===== src/design/sisg_pkg.sv =====
`timescale 1ns / 1ps
package sisg_pkg;

  localparam int DEF_MAX_NODES = 1024;
  localparam int DEF_MAX_EDGES = 4096;

  localparam int CMD_W      = 2;
  localparam int NODE_F_W   = 10;
  localparam int EDGE_F_W   = 12;
  localparam int U_W        = 32;
  localparam int RATE_W     = 32;
  localparam int DT_W       = 48;
  localparam int NR_OUT_W   = 11;
  localparam int NI_OUT_W   = 13;
  localparam int CFG_W      = 32;
  localparam int CFG_IDX_W  = 2;

  // -ln(u) in Q.32 needs at most 38 bits; dt numerator is that shifted by 8
  localparam int LN_W       = 38;
  localparam int DT_SHIFT   = 8;
  localparam int NUM_W      = LN_W + DT_SHIFT;

  localparam logic [31:0] LN2_Q32 = 32'hB172_17F8;

  localparam logic [RATE_W-1:0] RATE_RESET       = 32'h0100_0000;
  localparam logic [10:0]       NODE_COUNT_RESET = 11'd1024;
  localparam logic [12:0]       EDGE_COUNT_RESET = 13'd0;

  typedef enum logic [CMD_W-1:0] {
    CMD_WRITE_EDGE = 2'd0,
    CMD_WRITE_NODE = 2'd1,
    CMD_STEP       = 2'd2,
    CMD_FLIP       = 2'd3
  } cmd_t;

  typedef enum logic [CFG_IDX_W-1:0] {
    CFG_INFECTION_RATE = 2'd0,
    CFG_RECOVERY_RATE  = 2'd1,
    CFG_NODE_COUNT     = 2'd2,
    CFG_EDGE_COUNT     = 2'd3
  } cfg_idx_t;

endpackage


===== src/design/sisg_divider.sv =====
`timescale 1ns / 1ps
module sisg_divider import sisg_pkg::*; #(
  parameter int DEN_W = 46
) (
  input  logic             clk,
  input  logic             rst,
  input  logic             start,
  input  logic [LN_W-1:0]  ln_in,
  input  logic [DEN_W-1:0] den,
  output logic             done,
  output logic [NUM_W-1:0] quo
);

  localparam int CNT_W = $clog2(NUM_W);

  typedef enum logic {D_IDLE, D_RUN} div_state_t;

  div_state_t       state;
  logic [DEN_W-1:0] rem;
  logic [DEN_W-1:0] den_r;
  logic [CNT_W-1:0] cnt;
  logic [DEN_W:0]   trial;
  logic [DEN_W:0]   diff;
  logic             ge;

  // restoring division, one quotient bit per cycle shifted into quo
  assign trial = {rem, quo[NUM_W-1]};
  assign ge    = trial >= {1'b0, den_r};
  assign diff  = trial - {1'b0, den_r};

  always_ff @(posedge clk) begin
    if (rst) begin
      state <= D_IDLE;
      done  <= 1'b0;
    end else begin
      done <= 1'b0;
      case (state)
        D_IDLE: begin
          if (start) begin
            quo   <= {ln_in, DT_SHIFT'(0)};
            rem   <= '0;
            den_r <= den;
            cnt   <= CNT_W'(NUM_W - 1);
            state <= D_RUN;
          end
        end
        D_RUN: begin
          rem <= ge ? diff[DEN_W-1:0] : trial[DEN_W-1:0];
          quo <= {quo[NUM_W-2:0], ge};
          if (cnt == '0) begin
            done  <= 1'b1;
            state <= D_IDLE;
          end else begin
            cnt <= cnt - CNT_W'(1);
          end
        end
        default: state <= D_IDLE;
      endcase
    end
  end

endmodule


===== config.mk =====
export PLATFORM = sky130hd
export DESIGN_NAME = sisg_divider
export DESIGN_NICKNAME = d
export VERILOG_FILES = /design/src/design/sisg_pkg.sv /design/src/design/sisg_divider.sv
export SDC_FILE = /design/constraint.sdc
export NUM_CORES = 1
export LEC_CHECK = 0
export ABC_AREA = 1
export BUFFER_PORTS_ARGS = -buffer_cell sky130_fd_sc_hd__buf_2
export CAP_MARGIN = 0
export CORE_MARGIN = 1
export CORE_UTILIZATION = 43
export DETAILED_ROUTE_END_ITERATION = 10
export PLACE_DENSITY_LB_ADDON = 0.15
export SYNTH_ARGS = -nofsm -noshare
export SYNTH_HDL_FRONTEND = slang
export SYNTH_SLANG_ARGS = --single-unit

===== constraint.sdc =====
create_clock -name clk -period 5.9 [get_ports clk]
set_input_delay 0.295 -clock clk [delete_from_list [all_inputs] [get_ports clk]]
set_output_delay 0.295 -clock clk [all_outputs]
set_load 0.02 [all_outputs]

==> results.json <==
{
  "setup_viol": 0,
  "numCtsBuffers": 17,
  "clkLatencyLatePin_ns": 0.44,
  "dr.pass1.iters": 5,
  "port_buffers": 133,
  "slew_viol_final": 0,
  "syn_inst": 1342,
  "dieArea_sq_um": 23500,
  "grt_pass1_wl_um": 41800,
  "cp_top_family": "buffers and inverters",
  "final_cell_mix": "nand2_1, inv_1, nor2_1, edfxtp_1, buf_2",
  "rsz0062_at_grt": "no",
  "ys_ff_latch": 146,
  "grt_pass1_vias": 8243,
  "path_cells": "ha_1, a21oi_1, nand2_1, nand2_1, nand2_1, a21oi_1, nand4_2, inv_1, nor2_1, nor2_1",
  "timing.slew.headroom_pct": 30.7,
  "critPathLaunchType": "register",
  "syn_nets": 1478,
  "cts-root-buf": "clkbuf_16",
  "htreeDepth": 4,
  "grt_max_degree": 58,
  "num_vias": 8625,
  "synthTopCellsByArea": "edfxtp_1, nand2_1, inv_1",
  "min_from": "den[29]",
  "cp_max_fo": 29,
  "drt_iter0_markers": 539,
  "post_cts_buffers": 0,
  "synthToLayoutAreaGrowth_pct": 15.5,
  "powerDensity_nw_per_um2": 295,
  "crit_required_ns": 6.20,
  "core_sq_um": 22100,
  "final_common_cell": "nand2_1",
  "grt_use_total_pct": 22.8,
  "drcViolationCount": 0,
  "hold_depth": 1,
  "cp.depth": 10,
  "leakagePower_nw": 5.91,
  "antenna_found_initial": 0,
  "finalCritPeriodShare_pct": 48.9,
  "gr-total-overflow": 0,
  "path_clk_slew_ns": 0.07,
  "wl_um": 25600,
  "synth_edf_count": 144,
  "hold_violations": 0,
  "holdCritPathClass": "in -> reg",
  "place_hpwl_um": 19500,
  "postCtsHoldBufs": 0,
  "postSynthAreaPerCell_sq_um": 7.33,
  "synth_top_area_share_pct": 44.0,
  "crit_buf_inv": 1,
  "finClkSkew_ns": 0.0129,
  "power_mw": 3.35,
  "wl_per_cell_um": 14.5,
  "crit_start": "rem[33]",
  "ios": 134,
  "ys_types": 35,
  "cp_slowest_stage_delay_ns": 0.77,
  "num_rows": 54,
  "cts_tree": "done",
  "layout.nets": 1611,
  "crit_path_end_kind": "register",
  "die_w_um": 153,
  "reg2reg_to": "rem[21]",
  "gp_routability_congestion": 0.972,
  "outcome": "completed",
  "crit_type": "reg -> reg",
  "die_h_um": 153,
  "irDropWorstVdd_mv": 0.175,
  "drtAntennaViolNets": 0,
  "cts_buffer_depth": 2,
  "reg2reg_from": "rem[33]",
  "start_util_pct": 44.5,
  "cts.sinks": 146,
  "yosysWarnings": 0,
  "tightest_slew_ns": 1.04,
  "fmax_mhz": 346,
  "setup_tns_ns": 0,
  "viasPerCell": 4.88,
  "synthFlopType": "edfxtp_1",
  "num_antenna_cells": 0,
  "max-cap-violations": 0,
  "fin_util_pct": 51.4,
  "cp.arrival_ns": 3.19,
  "cts_resized": 0,
  "nFillCells": 2227,
  "drive_above_1_share_pct": 13.6,
  "ys_seq_area_share_pct": 44.4,
  "async_flop_share_pct": 0,
  "crit_slowest_cell": "inv_1",
  "r2r_slack_ns": 3.01,
  "fin_crit_ns": 2.89,
  "cp_common_cell": "nand2_1",
  "worstRegToRegCells": 10,
  "synthesis.area_sq_um": 9830,
  "synth_top_area_cell": "edfxtp_1",
  "holdPathEnd": "den_r[29]"
}
## power breakdown
group          total [mW]  internal, mW  switching, mW
combinational       0.913         0.295          0.618
clock                1.11         0.604          0.508
sequential           1.33          1.27         0.0595
## per-stage QoR
step	std cells	hold slack [ns]	setup WS (ns)	instance area [sq um]
3_3_place_gp	1736	0.472	3.03	10800
2_1_floorplan	1342	0.394	2.64	9830
5_1_grt	1768	0.00597	2.72	11400
6_report	1768	0.0270	3.01	11400
4_1_cts	1768	0.0132	2.97	11400
3_5_place_dp	1736	0.473	3.04	10800
## layer usage
metal  GRT usage [%]  wire (um)  part of all wire [%]  up-vias
li1                -          -                     -     4433
met3            5.84       1740                   6.8       32
met5               0          0                     0        -
met2            35.8      11300                    44      256
met1            31.2      12200                    48     3904
met4            6.30        446                   1.7        0
## flip-flops by register name, summed over array words and instances (netlist names)
register and flops:
cnt 6, den_r 46, done 1, quo 46
rem 46, state 1
## area by class of cell
class                      count  area (sq um)  share of cell area, %
timing repair buffer         138           703                   6.19
multi-input combinational    922          4400                   38.7
inverter                     250           938                   8.26
tap                          280           350                   3.08
clock buffer                  18           429                   3.78
clock inverter                14           168                   1.48
sequential                   146          4370                   38.5
## cells by family after synthesis
group,share of synthesized area (%)
adders and majority gates,6.31
DFF,44.4
and+or+nand+nor,30.5
AOI/OAI and AO/OA,5.42
xor gates and xnor gates,2.32
buffers and inverters,11.0
## worst max-delay path by stage
stage / endpoint / slack [ns]
floorplan: quo[0] / 2.64
global placement: rem[11] / 3.03
detailed placement: rem[37] / 3.04
CTS: rem[18] / 2.97
global route: rem[17] / 2.72
finish: rem[21] / 3.01
## cell usage after synthesis, types with 10 or more instances
library cell	instances
a21oi_1	43
clkbuf_1	12
edfxtp_1	144
ha_1	48
inv_1	246
nand2_1	488
nand2_2	10
nand3_1	59
nand4_1	11
nor2_1	158
o21ai_0	36
xor2_1	25
Power figures use the tool's default switching activity.
