### config.mk
export PLATFORM = sky130hd
export DESIGN_NAME = sisg_neg_ln
export DESIGN_NICKNAME = d
export VERILOG_FILES = /design/src/design/sisg_pkg.sv /design/src/design/sisg_neg_ln.sv
export SDC_FILE = /design/constraint.sdc
export NUM_CORES = 2
export LEC_CHECK = 0
export ABC_AREA = 1
export BUFFER_PORTS_ARGS = -buffer_cell sky130_fd_sc_hd__buf_2
export CORE_MARGIN = 2
export CORE_UTILIZATION = 48
export DETAILED_ROUTE_END_ITERATION = 6
export PLACE_DENSITY = 0.75
export REMOVE_ABC_BUFFERS = 1
export SYNTH_ARGS = -nofsm -noshare
export SYNTH_HDL_FRONTEND = slang
export SYNTH_SLANG_ARGS = --single-unit
### constraint.sdc
create_clock -name clk -period 13.8 [get_ports clk]
set_input_delay 2.76 -clock clk [delete_from_list [all_inputs] [get_ports clk]]
set_output_delay 2.76 -clock clk [all_outputs]
set_load 0.01 [all_outputs]
### src/design/sisg_pkg.sv
`timescale 1ns / 1ps
package sisg_pkg;

  localparam int DEF_MAX_NODES = 1024;
  localparam int DEF_MAX_EDGES = 4096;

  localparam int CMD_W      = 2;
  localparam int NODE_F_W   = 10;
  localparam int EDGE_F_W   = 12;
  localparam int U_W        = 32;
  localparam int RATE_W     = 32;
  localparam int DT_W       = 48;
  localparam int NR_OUT_W   = 11;
  localparam int NI_OUT_W   = 13;
  localparam int CFG_W      = 32;
  localparam int CFG_IDX_W  = 2;

  // -ln(u) in Q.32 needs at most 38 bits; dt numerator is that shifted by 8
  localparam int LN_W       = 38;
  localparam int DT_SHIFT   = 8;
  localparam int NUM_W      = LN_W + DT_SHIFT;

  localparam logic [31:0] LN2_Q32 = 32'hB172_17F8;

  localparam logic [RATE_W-1:0] RATE_RESET       = 32'h0100_0000;
  localparam logic [10:0]       NODE_COUNT_RESET = 11'd1024;
  localparam logic [12:0]       EDGE_COUNT_RESET = 13'd0;

  typedef enum logic [CMD_W-1:0] {
    CMD_WRITE_EDGE = 2'd0,
    CMD_WRITE_NODE = 2'd1,
    CMD_STEP       = 2'd2,
    CMD_FLIP       = 2'd3
  } cmd_t;

  typedef enum logic [CFG_IDX_W-1:0] {
    CFG_INFECTION_RATE = 2'd0,
    CFG_RECOVERY_RATE  = 2'd1,
    CFG_NODE_COUNT     = 2'd2,
    CFG_EDGE_COUNT     = 2'd3
  } cfg_idx_t;

endpackage

### src/design/sisg_neg_ln.sv
`timescale 1ns / 1ps
module sisg_neg_ln import sisg_pkg::*; (
  input  logic            clk,
  input  logic            rst,
  input  logic            start,
  input  logic [U_W-1:0]  u,
  output logic            done,
  output logic [LN_W-1:0] q
);

  typedef enum logic [2:0] {L_IDLE, L_NORM, L_SQ, L_M0, L_M1} ln_state_t;

  ln_state_t   state;
  logic [31:0] x;
  logic [4:0]  e;
  logic [31:0] frac;
  logic [4:0]  bit_idx;
  logic [31:0] p0_hi;
  logic [31:0] ma, mb;
  logic [63:0] mul;
  logic [32:0] sq;
  logic [37:0] nl2;

  // 32 - log2(u) with integer part e and 32 fraction bits
  assign nl2 = {1'b1, 37'd0} - {1'b0, e, frac};
  assign mul = 64'(ma) * 64'(mb);
  assign sq  = mul[63:31];

  always_comb begin
    ma = x;
    mb = x;
    case (state)
      L_M0: begin
        ma = nl2[31:0];
        mb = LN2_Q32;
      end
      L_M1: begin
        ma = 32'(nl2[37:32]);
        mb = LN2_Q32;
      end
      default: begin
        ma = x;
        mb = x;
      end
    endcase
  end

  always_ff @(posedge clk) begin
    if (rst) begin
      state <= L_IDLE;
      done  <= 1'b0;
    end else begin
      done <= 1'b0;
      case (state)
        L_IDLE: begin
          if (start) begin
            x     <= u;
            e     <= 5'd31;
            state <= L_NORM;
          end
        end
        L_NORM: begin
          // one bit of the leading-one search per cycle
          if (x[31] || e == 5'd0) begin
            bit_idx <= 5'd31;
            frac    <= '0;
            state   <= L_SQ;
          end else begin
            x <= x << 1;
            e <= e - 5'd1;
          end
        end
        L_SQ: begin
          if (sq[32]) begin
            x             <= sq[32:1];
            frac[bit_idx] <= 1'b1;
          end else begin
            x <= sq[31:0];
          end
          if (bit_idx == 5'd0) state <= L_M0;
          else bit_idx <= bit_idx - 5'd1;
        end
        L_M0: begin
          p0_hi <= mul[63:32];
          state <= L_M1;
        end
        L_M1: begin
          q     <= LN_W'(mul + 64'(p0_hi));
          done  <= 1'b1;
          state <= L_IDLE;
        end
        default: state <= L_IDLE;
      endcase
    end
  end

endmodule

==> impl_metrics.json <==
{
  "synth.area.top_cells": "fa_1, nand2_1, inv_1",
  "num_vias": 37511,
  "netlist.top_cell.by_area": "fa_1",
  "antenna_found_initial": 5,
  "drtAntennaViolNets": 0,
  "start_util_pct": 48.5,
  "async_flop_share_pct": 0,
  "post-cts-setup-buffers": 0,
  "cts_repair_resize_count": 0,
  "slowest_stage": "inv_1",
  "rr_startpoint": "state[1]",
  "reg2reg_depth": 41,
  "root_buffer": "clkbuf_16",
  "drt_pass1_iterations": 7,
  "synth_cells": 5545,
  "reg2reg_to": "q[33]",
  "synthTopCellsByCount": "nand2_1, inv_1, fa_1",
  "max-clock-path-buffers": 2,
  "slowest_delay_ns": 0.85,
  "hold_viol": 0,
  "globalRouteOverflowTotal": 0,
  "crit_required_ns": 13.98,
  "finClkSkew_ns": 0.0156,
  "clkLatencyLatePin_ns": 0.46,
  "cp_max_fo": 20,
  "gr-usage-all-layers_pct": 35.1,
  "synth_flop_cell": "edfxtp_1",
  "clk_pin_slew_worst_paths_ns": 0.07,
  "r2r_slack_ns": 2.11,
  "synth_area_per_cell_um2": 7.87,
  "fin_crit_sh_pct": 84.7,
  "io_buffers": 73,
  "rsz0062_at_grt": "false",
  "syn2layout_area_growth_pct": 5.16,
  "grt_max_degree": 42,
  "hold_buffers": 0,
  "cts_tree": "done",
  "start_kind": "flop",
  "yosysMostFrequentCell": "nand2_1",
  "synth_enable_flop_cells": 144,
  "clock_sinks": 148,
  "die_w_um": 306,
  "drive_gt1_share_pct": 5.21,
  "status": "finished clean",
  "setup.worst_path.end_class": "flop",
  "maxCapViolCount": 0,
  "wirelength_um": 161000,
  "hold_end": "q[0]",
  "io_pins": 74,
  "die_y_um": 306,
  "synth_warnings": 0,
  "syn_area_mm2": 0.0436,
  "gp_congestion": 1.05,
  "grt_pass1_vias": 39004,
  "dpl.hpwl_um": 131000,
  "period_minus_slack_ns": 11.69,
  "nets": 6772,
  "num_rows": 110,
  "maxSlewViolCount": 0,
  "tightestPinTransition_ns": 1.38,
  "hold_depth": 1,
  "cp.arrival_ns": 11.87,
  "max_freq_mhz": 85.6,
  "yosysSeqAreaShare_pct": 10.1,
  "core_area_mm2": 0.0900,
  "worstSetupPathType": "reg2reg",
  "wl_per_cell_um": 23.9,
  "setup_viol": 0,
  "post_drt_via_cell_ratio": 5.58,
  "hp-class": "reg2reg",
  "max-slew-margin-rel_pct": 7.07,
  "hold_start": "p0_hi[0]",
  "final.setup.tns_ns": 0,
  "netlist.area_leader.share_pct": 41.1,
  "hold_ws_ns": 0.585,
  "die_area_mm2": 0.0933,
  "synth.distinct_cells": 50,
  "grt_pass1_wl_um": 242000,
  "ys_ff_latch": 148,
  "drt_iter0_drc": 4153,
  "cts_max_level": 4,
  "route.detailed.drc": 0,
  "numCtsBuffers": 17
}
stage by stage:
step / cells / util [%] / area (um^2) / worst slack, ns
final: 6728 / 51.0 / 45900 / 2.11
after global routing: 6726 / 51.0 / 45900 / 1.71
after CTS: 6726 / 51.0 / 45900 / 2.36
after detailed placement: 6694 / 50.3 / 45300 / 2.40
after global placement: 6692 / 50.3 / 45200 / 2.46
after floorplan: 5367 / - / 42800 / 3.23
critical path, delay by kind of cell (launching register included):
kind            cells  cell delay (ns)
flops               1             0.48
xor+xnor            2             0.67
compound gates      4             0.64
fa+ha+maj          10             4.79
simple gates       13             1.95
buf+inv            12             2.82
layout make-up:
class                      instances  area, um^2
fill                            8781       44100
multi-input combinational       3770       33000
inverter                        1449        5440
sequential                       148        4400
tap                             1176        1470
timing repair buffer             151         951
clock buffer                      18         429
clock inverter                    14         200
antenna                            2        5.00
state kept, by name, summed over array words and instances (netlist names):
register,flops
frac,32
p0_hi,32
bit_idx,5
e,5
done,1
x,32
state,3
q,38
cells by family after synthesis:
logic type	after synthesis	share of synthesized area [%]
adder cells (fa/ha/maj)	1200	49.8
XOR/XNOR	72	1.44
buffers and inverters	1627	14.5
AND/OR/NAND/NOR	2212	20.6
AO/OA/AOI/OAI	286	3.55
flip-flops	148	10.1
cells in the final DEF (no fill, tap or decap), types with 32 or more instances in the layout:
cell / n
a21oi_1: 149
buf_2: 73
buf_4: 78
edfxtp_1: 144
fa_1: 897
ha_1: 303
inv_1: 1409
inv_2: 35
nand2_1: 1476
nand3_1: 209
nor2_1: 382
nor3_1: 32
o21ai_0: 84
xor2_1: 55
worst max path at each step:
stage / from / endpoint / cells after the start
after CTS: state[1] / q[33] / 41
after detailed placement: state[1] / q[33] / 41
final: state[1] / q[33] / 41
after global placement: state[1] / q[33] / 41
after global routing: state[0] / q[33] / 42
after floorplan: state[2] / frac[0] / 34
per-layer routing:
metal  global-route usage [%]  wire length, um  vias to the layer above
met5                        0               27                        -
met4                     18.9            11100                        4
met3                     11.0            21600                      587
met2                     52.8            68500                     2412
met1                     45.5            59300                    18334
li1                         -                -                    16174
Power is not shown: default switching activity piles up to over one toggle a cycle in this logic, so the estimate is an artifact.
